## src/rtl/irregular_grid_bilinear_interpolator_top_assert.svh

```systemverilog
// Assertion macros for the interpolator RTL
`ifndef IRREGULAR_GRID_BILINEAR_INTERPOLATOR_TOP_ASSERT_SVH
`define IRREGULAR_GRID_BILINEAR_INTERPOLATOR_TOP_ASSERT_SVH
// same-cycle implication, clocked on i_clk, off during reset
`define IGBI_ASSERT_IMP(label, ante, cons, msg) \
    label: assert property (@(posedge i_clk) disable iff (!i_rst_n) (ante) |-> (cons)) \
        else $error(msg);
// next-cycle implication
`define IGBI_ASSERT_NXT(label, ante, cons, msg) \
    label: assert property (@(posedge i_clk) disable iff (!i_rst_n) (ante) |=> (cons)) \
        else $error(msg);
`endif

```

## src/rtl/igbi_pkg.sv

```systemverilog
// Package: shared types and constants of the bilinear interpolator
`timescale 1ns / 1ps
package igbi_pkg;

    localparam int S_TDATA_W = 104;
    localparam int S_TUSER_W = 2;
    localparam int M_TDATA_W = 32;
    localparam int M_TUSER_W = 1;
    localparam int CFG_W     = 7;
    localparam int CNT_W     = 6;

    localparam logic [CNT_W-1:0] DIV_STEPS = 6'd48;
    localparam logic [CNT_W-1:0] MUL_STEPS = 6'd30;
    localparam logic [CFG_W-1:0] CFG_RESET = 7'd2;
    localparam logic signed [48:0] LAT_FRAC_LIMIT = 49'sd536870912;

    localparam logic CFG_P_COUNT = 1'b0;
    localparam logic CFG_L_COUNT = 1'b1;

    typedef enum logic [1:0] {
        KIND_LOAD_P = 2'd0,
        KIND_LOAD_L = 2'd1,
        KIND_LOAD_T = 2'd2,
        KIND_QUERY  = 2'd3
    } t_kind;

    typedef enum logic [4:0] {
        OP_NOP, OP_ACCEPT, OP_RD_FIRST, OP_RD_LAST, OP_CHECK, OP_ZERO,
        OP_SRCH_RD, OP_SRCH_CMP, OP_RD_LO, OP_DIV_START, OP_DIV_STEP,
        OP_FRAC_STORE, OP_BASE, OP_T_RD, OP_T_CAP, OP_MUL_START,
        OP_MUL_STEP, OP_MUL_STORE
    } t_op;

    typedef struct packed {
        t_op        op;
        logic       lat;
        logic [1:0] sel;
    } t_cmd;

    typedef struct packed {
        logic out_rng;
        logic hit_or_last;
        logic unit_done;
        logic out_free;
    } t_stat;

endpackage

```

## src/rtl/igbi_ctrl.sv

```systemverilog
// Controller: query sequencer state machine
`timescale 1ns / 1ps
`include "irregular_grid_bilinear_interpolator_top_assert.svh"
module igbi_ctrl (
    input  logic            i_clk,
    input  logic            i_rst_n,
    input  logic            i_valid,
    input  logic            i_is_query,
    input  igbi_pkg::t_stat i_stat,
    output igbi_pkg::t_cmd  o_cmd,
    output logic            o_ready
);

    typedef enum logic [16:0] {
        S_IDLE   = 17'h00001,
        S_RD0    = 17'h00002,
        S_RDN    = 17'h00004,
        S_CHK    = 17'h00008,
        S_ZERO   = 17'h00010,
        S_SRD    = 17'h00020,
        S_SCMP   = 17'h00040,
        S_RLO    = 17'h00080,
        S_DSTART = 17'h00100,
        S_DIV    = 17'h00200,
        S_FRAC   = 17'h00400,
        S_BASE   = 17'h00800,
        S_TRD    = 17'h01000,
        S_TCAP   = 17'h02000,
        S_MSTART = 17'h04000,
        S_MUL    = 17'h08000,
        S_MSTORE = 17'h10000
    } t_state;

    t_state     r_state, n_state;
    logic       r_lat, n_lat;
    logic [1:0] r_sel, n_sel;

    always_comb begin
        n_state   = r_state;
        n_lat     = r_lat;
        n_sel     = r_sel;
        o_cmd.op  = igbi_pkg::OP_NOP;
        o_cmd.lat = r_lat;
        o_cmd.sel = r_sel;
        case (r_state)
            S_IDLE: begin
                if (i_valid) begin
                    o_cmd.op = igbi_pkg::OP_ACCEPT;
                    if (i_is_query) n_state = S_RD0;
                end
            end
            S_RD0: begin
                o_cmd.op = igbi_pkg::OP_RD_FIRST;
                n_state  = S_RDN;
            end
            S_RDN: begin
                o_cmd.op = igbi_pkg::OP_RD_LAST;
                n_state  = S_CHK;
            end
            S_CHK: begin
                o_cmd.op = igbi_pkg::OP_CHECK;
                n_lat    = 1'b0;
                n_state  = i_stat.out_rng ? S_ZERO : S_SRD;
            end
            S_ZERO: begin
                o_cmd.op = igbi_pkg::OP_ZERO;
                if (i_stat.out_free) n_state = S_IDLE;
            end
            S_SRD: begin
                o_cmd.op = igbi_pkg::OP_SRCH_RD;
                n_state  = S_SCMP;
            end
            S_SCMP: begin
                o_cmd.op = igbi_pkg::OP_SRCH_CMP;
                n_state  = i_stat.hit_or_last ? S_RLO : S_SRD;
            end
            S_RLO: begin
                o_cmd.op = igbi_pkg::OP_RD_LO;
                n_state  = S_DSTART;
            end
            S_DSTART: begin
                o_cmd.op = igbi_pkg::OP_DIV_START;
                n_state  = S_DIV;
            end
            S_DIV: begin
                o_cmd.op = igbi_pkg::OP_DIV_STEP;
                if (i_stat.unit_done) n_state = S_FRAC;
            end
            S_FRAC: begin
                o_cmd.op = igbi_pkg::OP_FRAC_STORE;
                if (r_lat) begin
                    n_sel   = 2'd0;
                    n_state = S_BASE;
                end else begin
                    n_lat   = 1'b1;
                    n_state = S_SRD;
                end
            end
            S_BASE: begin
                o_cmd.op = igbi_pkg::OP_BASE;
                n_state  = S_TRD;
            end
            S_TRD: begin
                o_cmd.op = igbi_pkg::OP_T_RD;
                if (r_sel == 2'd3) begin
                    n_sel   = 2'd0;
                    n_state = S_TCAP;
                end else begin
                    n_sel = r_sel + 2'd1;
                end
            end
            S_TCAP: begin
                o_cmd.op = igbi_pkg::OP_T_CAP;
                n_state  = S_MSTART;
            end
            S_MSTART: begin
                o_cmd.op = igbi_pkg::OP_MUL_START;
                n_state  = S_MUL;
            end
            S_MUL: begin
                o_cmd.op = igbi_pkg::OP_MUL_STEP;
                if (i_stat.unit_done) n_state = S_MSTORE;
            end
            S_MSTORE: begin
                o_cmd.op = igbi_pkg::OP_MUL_STORE;
                if (r_sel == 2'd2) begin
                    if (i_stat.out_free) n_state = S_IDLE;
                end else begin
                    n_sel   = r_sel + 2'd1;
                    n_state = S_MSTART;
                end
            end
            default: n_state = S_IDLE;
        endcase
    end

    always_ff @(posedge i_clk) begin
        if (!i_rst_n) begin
            r_state <= S_IDLE;
            r_lat   <= 1'b0;
            r_sel   <= 2'd0;
        end else begin
            r_state <= n_state;
            r_lat   <= n_lat;
            r_sel   <= n_sel;
        end
    end

    assign o_ready = (r_state == S_IDLE);

    `IGBI_ASSERT_NXT(a_range_exit, (r_state == S_CHK) && i_stat.out_rng, r_state == S_ZERO, "out of range query went on")
    `IGBI_ASSERT_NXT(a_div_hold, (r_state == S_DIV) && !i_stat.unit_done, r_state == S_DIV, "divide left early")
    `IGBI_ASSERT_NXT(a_load_idle, (r_state == S_IDLE) && i_valid && !i_is_query, r_state == S_IDLE, "load started a query")
    `IGBI_ASSERT_IMP(a_ret_free, (r_state == S_MSTORE) && (r_sel == 2'd2) && (n_state == S_IDLE), i_stat.out_free, "result dropped")

endmodule

```

## config.mk

```make
export PLATFORM = sky130hd
export DESIGN_NAME = igbi_ctrl
export DESIGN_NICKNAME = d
export VERILOG_FILES = /design/src/rtl/igbi_pkg.sv /design/src/rtl/igbi_ctrl.sv
export VERILOG_INCLUDE_DIRS = /design/src /design/src/rtl
export SDC_FILE = /design/constraint.sdc
export NUM_CORES = 1
export LEC_CHECK = 0
export BUFFER_PORTS_ARGS = -buffer_cell sky130_fd_sc_hd__buf_2
export CORE_MARGIN = 3
export CORE_UTILIZATION = 40
export CTS_CLUSTER_SIZE = 28
export DETAILED_ROUTE_END_ITERATION = 8
export HOLD_SLACK_MARGIN = 0.12
export PLACE_DENSITY_LB_ADDON = 0.3
export RECOVER_POWER = 50
export SETUP_SLACK_MARGIN = 0.05
export SKIP_CTS_REPAIR_TIMING = 1
export SYNTH_ARGS = -nofsm -noshare
export SYNTH_HDL_FRONTEND = slang
export SYNTH_SLANG_ARGS = --single-unit
```

## constraint.sdc

```tcl
create_clock -name i_clk -period 2.6 [get_ports i_clk]
set_clock_uncertainty 0.15 [all_clocks]
set_input_delay 0.52 -clock i_clk [delete_from_list [all_inputs] [get_ports i_clk]]
set_output_delay 0.52 -clock i_clk [all_outputs]
set_load 0.1 [all_outputs]
```

==> results of run 1 <==
## tightest hold or removal path: stages
cell and delay, ns:
buf_2 0.10, nand2_1 0.05, nor2_1 0.04
## worst paths after layout
path	end	cells after the start	slack, ns
setup reg to reg	r_state[7]	9	0.33
hold reg to reg	r_state[11]	2	0.32
hold / removal	r_state[7]	3	0.29
setup / recovery	o_cmd[3]	8	-0.25
## power breakdown
group          switching [mW]  leakage [nW]  internal [mW]
Sequential             0.0130         0.165          0.314
Clock                   0.102        0.0138         0.0540
Combinational           0.189         0.500          0.135
Total                   0.304         0.678          0.503
## final cells by class
cell class	instances	area, sq um
inverters	7	26.28
multi-input cells	121	845.8
clock buffers	3	22.52
flip-flops and latches	20	411.6
repair buffers	38	344.1
fillers	267	1164
well taps	31	38.79
## state kept, by name (all words and copies together) (netlist names)
signal,flops
r_state,17
r_sel,2
r_lat,1
## cells in the final DEF, fill, tap and decap left out, types with 2 or more instances in the layout
master	instances
a31oi_1	2
nand3_1	3
buf_4	21
o21ai_0	5
nand2_1	9
nand2b_1	2
nor4_1	3
nor3_1	5
nor4_4	2
mux2i_1	2
nor2_1	25
dfxtp_2	6
nor2b_1	2
and3_4	2
and3_1	4
clkbuf_1	3
nor3b_2	2
buf_12	7
clkbuf_4	3
o211ai_1	2
dfxtp_1	13
ha_1	2
inv_1	7
a21oi_1	7
nor3_2	3
nand4_1	8
or3_1	2
and2_4	2
and4b_1	2
buf_2	7
## through the flow
| stage | util | instance area (sq um) | instances |
|---|---|---|---|
| after detailed placement | 0.5526 | 1577 | 210 |
| after global placement | 0.5526 | 1577 | 210 |
| after global routing | 0.5921 | 1689 | 220 |
| after floorplan | - | 1272 | 151 |
| final | 0.5921 | 1689 | 220 |
| after CTS | 0.5605 | 1599 | 213 |
## per-layer routing
layer / global-route usage / vias to the layer above / routed length (um)
met5: 0 / - / 0
met4: 0.07273 / 0 / 74
met3: 0.02935 / 10 / 237
met2: 0.3662 / 45 / 1888
met1: 0.2846 / 624 / 1563
li1: - / 637 / -
## logic make-up (layout without fill, tap and decap cells)
group | Yosys count | in the layout
DFF | 20 | 20
buffers and inverters | 10 | 48
and+or+nand+nor | 93 | 93
adders and majority gates | 2 | 2
xor gates and xnor gates | 1 | 1
muxes | 2 | 2
AOI/OAI and AO/OA | 23 | 23
==> metrics.md, run 1 <==
| Metric | Value |
|---|---|
| Most instantiated cells after synthesis | nor2_1 (25), dfxtp_1 (20), nand2_1 (10) |
| Antenna diodes | 0 |
| CP cell instances | nor4_4 > buf_4 > and3_4 > and2_4 > nand2_1 > and3_4 > nand4_1 > buf_12 |
| Largest area contributor in the netlist | dfxtp_1 |
| PortBufs | 16 |
| Power per Cell Area | 477.7 nW/um^2 |
| Ports | 17 |
| WL/cell | 17.11 um |
| Worst slew pin tran | 1.161 ns |
| Yosys reg bits | 20 |
| Fin nets | 201 |
| Max Clock Freq | 350.6 MHz |
| Slew HR | 0.2293 |
| Routed Antenna Nets | 0 |
| Hold crit path type | in -> reg |
| Layout cells sized above 1 | 0.3651 |
| Initial antenna violation count | 0 |
| Drt drc | 0 |
| CTS tree | built |
| First DRT Iteration DRCs | 51 |
| Synth Area in Compound Gates | 0.1216 |
| Vias in the first global route | 1,242 |
| Via density per instance | 5.982 |
| Final setup viols | 4 |
| Total track usage | 0.2175 |
| Min cycle time layout | 2.852 ns |
| RR Startpoint | r_state[5] |
| Initial Util | 0.4329 |
| Synth Cell Area | 1235 sq um |
| Syn_nets | 161 |
| Syn Inst Count | 151 |
| Most common cell in the synthesized netlist | nor2_1 |
| Post-synthesis sequential area ratio | 0.3242 |
| Post-synth top area share | 0.3242 |
| TNS Setup | -0.7710 ns |
| Top cells by area, synth | dfxtp_1 (32%), nor2_1 (7.6%), nand4_1 (4.1%), nor4_4 (3.4%), nand2_1 (3.0%) |
| GRT Residual Overflow | 0 |
| CP max-delay cell | dfxtp_1 |
| Synthesized-area fraction occupied by adder cells | 0.02026 |
| P&R area growth vs syn | 36.78% |
| Htree depth | 1 |
| FP Rows | 19 |
| RSZ-0062 raised after global routing | true |
| Place WS | 0.1106 ns |
| Avg Inst Size Synth | 8.178 sq um |
| CTS root buffer | clkbuf_4 |
| Crit end category | output pin |
| Mux contribution to synthesized area | 0.01621 |
| Worst-path fanout max | 7 |
| Clock Latency Late Sink | 0.30 ns |
| Die Y | 61.57 um |
| Failing checks | negative setup slack |
| Async set-reset flop share out of synthesis | 0 |
| Main combinational cell family by area after synthesis | simple AND/OR/NAND/NOR gates |
| Die W | 61.57 um |
| Worst-path clk slew | 0.12 ns |
| Main synth FF type | dfxtp_1 |
| Final hold vios | 0 |
| CTS buffer count | 3 |
| Synth Area in XOR/XNOR | 0.007092 |
| Cell variety after synth | 45 |
| Max Cap Viol | 0 |
| Arr. time, crit path | 2.18 ns |
| Most used cell along the critical path | and3_4 |
| Crit path largest cell delay | 0.38 ns |
| DR pass1 iterations | 4 |
| Clock sinks | 20 |
| Worst hold start | i_stat[2] |
| Total power | 0.8068 mW |
| Final hold slack | 0.2882 ns |
| Maximum vdd drop | 0.2880 mV |
| Dpl hpwl | 2902 um |
| Fin crit share | 1.097 |
| Synth warn | 0 |
| Crit-path leading delay family | simple AND/OR/NAND/NOR gates |
| Worst setup path start | r_state[11] |
| Status | complete, but fails checks |
| Core region area | 2853 sq um |
| Post-Route WL | 3765 um |
| Leakage | 0.6783 nW |
| CP startpoint kind | register |
| Crit path kind | reg -> out |
| Fin. max-slew vios | 0 |
| Pin count of the biggest net entering global routing | 11 |
| Die footprint | 3790 sq um |
| Global-route wire length before repair | 5982 um |
| Clk buf depth | 2 |
| Final worst slack | -0.2522 ns |
| Gpl congestion | 0.9371 |
| Data required, critical path | 1.93 ns |
| Buf/Inv on CP | 2 |
| Simple-Gate Fraction of Synth Area | 0.4650 |
| Post-synth EDFFs | 0 |
| Total number of vias | 1,316 |
No activity file was read; power rests on OpenSTA's default activity.
==> run 2, diff against run 1 <==
- PLACE_DENSITY: unset -> 0.62
- PLACE_DENSITY_LB_ADDON: 0.3 -> unset
==> metrics.md, run 2 (same netlist as run 1, synthesis figures left out) <==
| Metric | Value |
|---|---|
| Status | complete, but fails checks |
| Failing checks | negative setup slack |
| Hold crit path type | in -> reg |
| Reg2reg end | r_state[13] |
| Min cycle time layout | 2.851 ns |
| Worst-path fanout max | 6 |
| Hold EP | r_state[7] |
| WL/cell | 17.61 um |
| FP Rows | 19 |
| Data required, critical path | 1.93 ns |
| Slew HR | 0.2228 |
| Crit-path leading delay family | simple AND/OR/NAND/NOR gates |
| Vias in the first global route | 1,201 |
| Most used cell along the critical path | nand4_1 |
| Die W | 61.57 um |
| Levels on crit path | 6 |
| Maximum vdd drop | 0.3537 mV |
| R2R setup slack | 0.22 ns |
| Fin nets | 197 |
| P&R area growth vs syn | 37.18% |
| CTS root buffer | clkbuf_4 |
| Die footprint | 3790 sq um |
| Arr. time, crit path | 2.18 ns |
| Fin crit share | 1.096 |
| RR Startpoint | r_state[15] |
| Worst hold stages | 3 |
| Biggest regs | r_state x17, r_sel x2, r_lat x1 |
| Buf/Inv on CP | 1 |
| First DRT Iteration DRCs | 80 |
| Int Pwr | 0.5972 mW |
| Crit path kind | reg -> out |
| Clock Latency Late Sink | 0.31 ns |
| Routed Antenna Nets | 0 |
| Max Cap Viol | 0 |
| Final hold vios | 0 |
| Top reg by flops | r_state |
| Post-Route WL | 3822 um |
| Leakage | 0.6739 nW |
| Layout cells sized above 1 | 0.3602 |
| Reg power frac | 0.358 |
| Total number of vias | 1,330 |
| Design Area, Final | 1694 sq um |
| PortBufs | 16 |
| CTS tree | built |
| Fin. max-slew vios | 0 |
| Initial antenna violation count | 0 |
| CP startpoint kind | register |
| Via density per instance | 6.129 |
| Commonest non-fill, non-tap cell in the layout | nor2_1 |
| Pin count of the biggest net entering global routing | 13 |
| Final worst slack | -0.2507 ns |
| Global-route wire length before repair | 5416 um |
| Clock sinks | 20 |
| Initial Util | 0.4329 |
| Place WS | 0.1120 ns |
| Gpl congestion | 0.9578 |
| Worst-path clk slew | 0.12 ns |
| Cell depth of the worst flop-to-flop path | 8 |
| CP cell instances | nor4_4 > nand4_1 > or3b_4 > and3_4 > nand4_1 > buf_12 |
| CP max-delay cell | or3b_4 |
| Worst hold start | i_stat[2] |
| Placed inst area | 1556 sq um |
| Final hold slack | 0.2681 ns |
| Clock power frac | 0.288 |
| CTS buffer count | 3 |
| Net Sw Power | 0.3151 mW |
| Dpl hpwl | 2680 um |
| GRT Residual Overflow | 0 |
| Logic pwr share | 0.354 |
| Die Y | 61.57 um |
| Clk buf depth | 2 |
| Power per Cell Area | 538.6 nW/um^2 |
| Fillcell total | 255 |
| Crit path largest cell delay | 0.45 ns |
| Ports | 17 |
| Final setup viols | 5 |
| RSZ-0062 raised after global routing | true |
| Most frequent cells in the layout | nor2_1 (25), buf_4 (18), dfxtp_1 (13) |
| Total track usage | 0.1936 |
| Crit end category | output pin |
| Antenna diodes | 0 |
| Max reg flops | 17 |
| Htree depth | 1 |
| DR pass1 iterations | 4 |
| Drt drc | 0 |
| Total power | 0.9124 mW |
| Core region area | 2853 sq um |
| Sw Ratio | 0.3454 |
| Max Clock Freq | 350.8 MHz |
| Worst slew pin tran | 1.171 ns |
run 2: cell count changes in the layout (fill, tap and decap cells not counted), sizes merged:
cell and delta:
buf -4, bufinv +1
run 2: metrics by stage:
| stage | util | std cells | setup TNS [ns] |
|---|---|---|---|
| floorplan | - | 151 | -0.6025 |
| global placement | 0.5456 | 209 | 0 |
| detailed placement | 0.5456 | 209 | 0 |
| CTS | 0.5640 | 213 | -0.8513 |
| global route | 0.5939 | 217 | -1.394 |
| finish | 0.5939 | 217 | -0.9270 |
run 2: worst min-delay path, stage by stage:
cell	delay [ns]
buf_2	0.10
nand2_1	0.05
nor2_1	0.03
run 2: layout make-up:
class	count	area [sq um]	share of cell area
clock buffer	3	22.52	0.01329
inverter	7	26.28	0.01551
tap	31	38.79	0.02290
timing repair buffer	34	301.5	0.1780
sequential	20	411.6	0.2430
multi-input combinational	121	863.3	0.5096
clock inverter	1	30.03	0.01773
run 2: worst max-delay path by stage:
stage                     startpoint  endpoint  slack [ns]
after detailed placement  r_state[7]  o_cmd[4]        0.11
after floorplan           r_state[8]  o_cmd[3]       -0.40
after CTS                 r_state[7]  o_cmd[4]       -0.25
final                     r_state[5]  o_cmd[3]       -0.25
after global routing      r_state[5]  o_cmd[3]       -0.35
after global placement    r_state[7]  o_cmd[4]        0.11
run 2: per-layer routing:
layer	wire length [um]	global-route usage	up-vias
met5	0	0	-
met1	1541	0.2594	615
met3	303	0.04612	12
li1	-	-	632
met4	99	0.05455	0
met2	1878	0.3094	71
run 2: power groups by stage:
stage,Combinational (mW),Sequential (mW),Clock [mW]
2_1_floorplan,0.190,0.328,0
3_3_place_gp,0.283,0.332,0
3_5_place_dp,0.282,0.332,0
4_1_cts,0.284,0.325,0.264
5_1_grt,0.337,0.328,0.272
6_report,0.323,0.327,0.262
==> run 3, diff against run 2 <==
- clock period: 2.6 -> 3.52 ns (I/O delays scaled with it)
==> metrics.md, run 3 (same netlist as run 1, synthesis figures left out) <==
| Metric | Value |
|---|---|
| Status | completed |
| Max reg flops | 17 |
| Fin. max-slew vios | 0 |
| Slew HR | 0.2212 |
| Crit end category | output pin |
| Fillcell total | 295 |
| Crit path largest cell delay | 0.44 ns |
| Fin crit share | 0.9389 |
| Dpl hpwl | 2590 um |
| Worst-path fanout max | 5 |
| Clock Latency Late Sink | 0.30 ns |
| Post-Route WL | 3324 um |
| WL/cell | 16.54 um |
| Htree depth | 1 |
| Arr. time, crit path | 2.45 ns |
| Maximum vdd drop | 0.1711 mV |
| Gpl congestion | 0.9753 |
| Initial Util | 0.4329 |
| Die footprint | 3790 sq um |
| Power per Cell Area | 381.4 nW/um^2 |
| Total number of vias | 1,257 |
| Initial antenna violation count | 0 |
| Max Clock Freq | 302.6 MHz |
| Most frequent cells in the layout | nor2_1 (25), dfxtp_1 (20), buf_2 (11) |
| Die W | 61.57 um |
| CTS tree | built |
| GRT Residual Overflow | 0 |
| Worst slew pin tran | 1.173 ns |
| Drt drc | 0 |
| Core region area | 2853 sq um |
| Final hold vios | 0 |
| Final worst slack | 0.2151 ns |
| Crit-path leading delay family | simple AND/OR/NAND/NOR gates |
| Pin count of the biggest net entering global routing | 12 |
| Clk buf depth | 2 |
| Antenna diodes | 0 |
| Design Area, Final | 1369 sq um |
| Leakage | 0.5307 nW |
| Place WS | 0.3835 ns |
| Max Cap Viol | 0 |
| CP startpoint kind | register |
| Global-route wire length before repair | 5375 um |
| FP Rows | 19 |
| P&R area growth vs syn | 10.84% |
| Crit path kind | reg -> out |
| Total track usage | 0.1955 |
| Vias in the first global route | 1,128 |
| CP max-delay cell | nor4_2 |
| TNS Setup | 0 ns |
| Via density per instance | 6.254 |
| RSZ-0062 raised after global routing | true |
| Fin nets | 182 |
| Min cycle time layout | 3.305 ns |
| CTS buffer count | 3 |
| Placed inst area | 1325 sq um |
| Ports | 17 |
| Layout cells sized above 1 | 0.1765 |
| DR pass1 iterations | 4 |
| Buf/Inv on CP | 1 |
| Clock sinks | 20 |
| CP cell instances | nor4_2 > nand4_1 > or3b_1 > and4_1 > o2111ai_1 > clkbuf_4 |
| Hold crit path type | reg -> reg |
| Biggest regs | r_state x17, r_sel x2, r_lat x1 |
| Die Y | 61.57 um |
| Routed Antenna Nets | 0 |
| Data required, critical path | 2.67 ns |
| Core Util, Final | 0.4798 |
| Worst-path clk slew | 0.12 ns |
| First DRT Iteration DRCs | 33 |
| Top reg by flops | r_state |
| Final hold slack | 0.3326 ns |
| Final setup viols | 0 |
| CTS root buffer | clkbuf_4 |
| PortBufs | 16 |
| Commonest non-fill, non-tap cell in the layout | nor2_1 |
[run 3: changes by cell type in the layout (fill, tap and decap cells not counted), moves of 2 or more]
cell / before / now
buf_4: 18 / 3
and4_1: 1 / 3
nor3_1: 4 / 6
buf_12: 6 / 0
dfxtp_1: 13 / 20
and2_4: 2 / 0
buf_2: 7 / 11
dfxtp_2: 6 / 0
clkbuf_4: 3 / 5
[run 3: worst register-to-register path, cell delays in order (launching register included)]
cell	delay, ns
dfxtp_1	0.36
or3_1	0.41
nor3b_1	0.29
and2_0	0.36
nor2_2	0.11
a211oi_1	0.44
mux2i_1	0.24
[run 3: metrics by stage]
stage	instances	power, mW
after global placement	195	0.4111
after CTS	198	0.5203
after global routing	201	0.5491
after floorplan	151	0.3757
final	201	0.5221
after detailed placement	195	0.4115
[run 3: layout make-up]
cell class	instances	area, sq um	area share
clock buffers	3	22.52	0.01645
inverters	7	26.28	0.01920
flip-flops and latches	20	400.4	0.2925
repair buffers	19	103.9	0.07587
well taps	31	38.79	0.02834
multi-input cells	121	777.0	0.5676
[run 3: report_power, final]
part	switching (mW)	internal, mW
clock	0.0705	0.0399
combinational	0.126	0.0449
sequential	0.00925	0.232
total	0.206	0.317
[run 3: final timing paths]
| kind | from | endpoint | slack (ns) | cells after the start |
|---|---|---|---|---|
| setup reg to reg | r_state[1] | r_sel[1] | 1.10 | 6 |
| hold reg to reg | r_lat | r_state[11] | 0.33 | 2 |
| hold / removal | r_lat | r_state[11] | 0.33 | 2 |
| setup / recovery | r_state[12] | o_cmd[4] | 0.22 | 6 |
[run 3: routing by layer]
metal,track usage,part of all wire
met5,0,0
met4,0.06667,0.0027
met3,0.01887,0.081
met2,0.3094,0.47
met1,0.2760,0.44
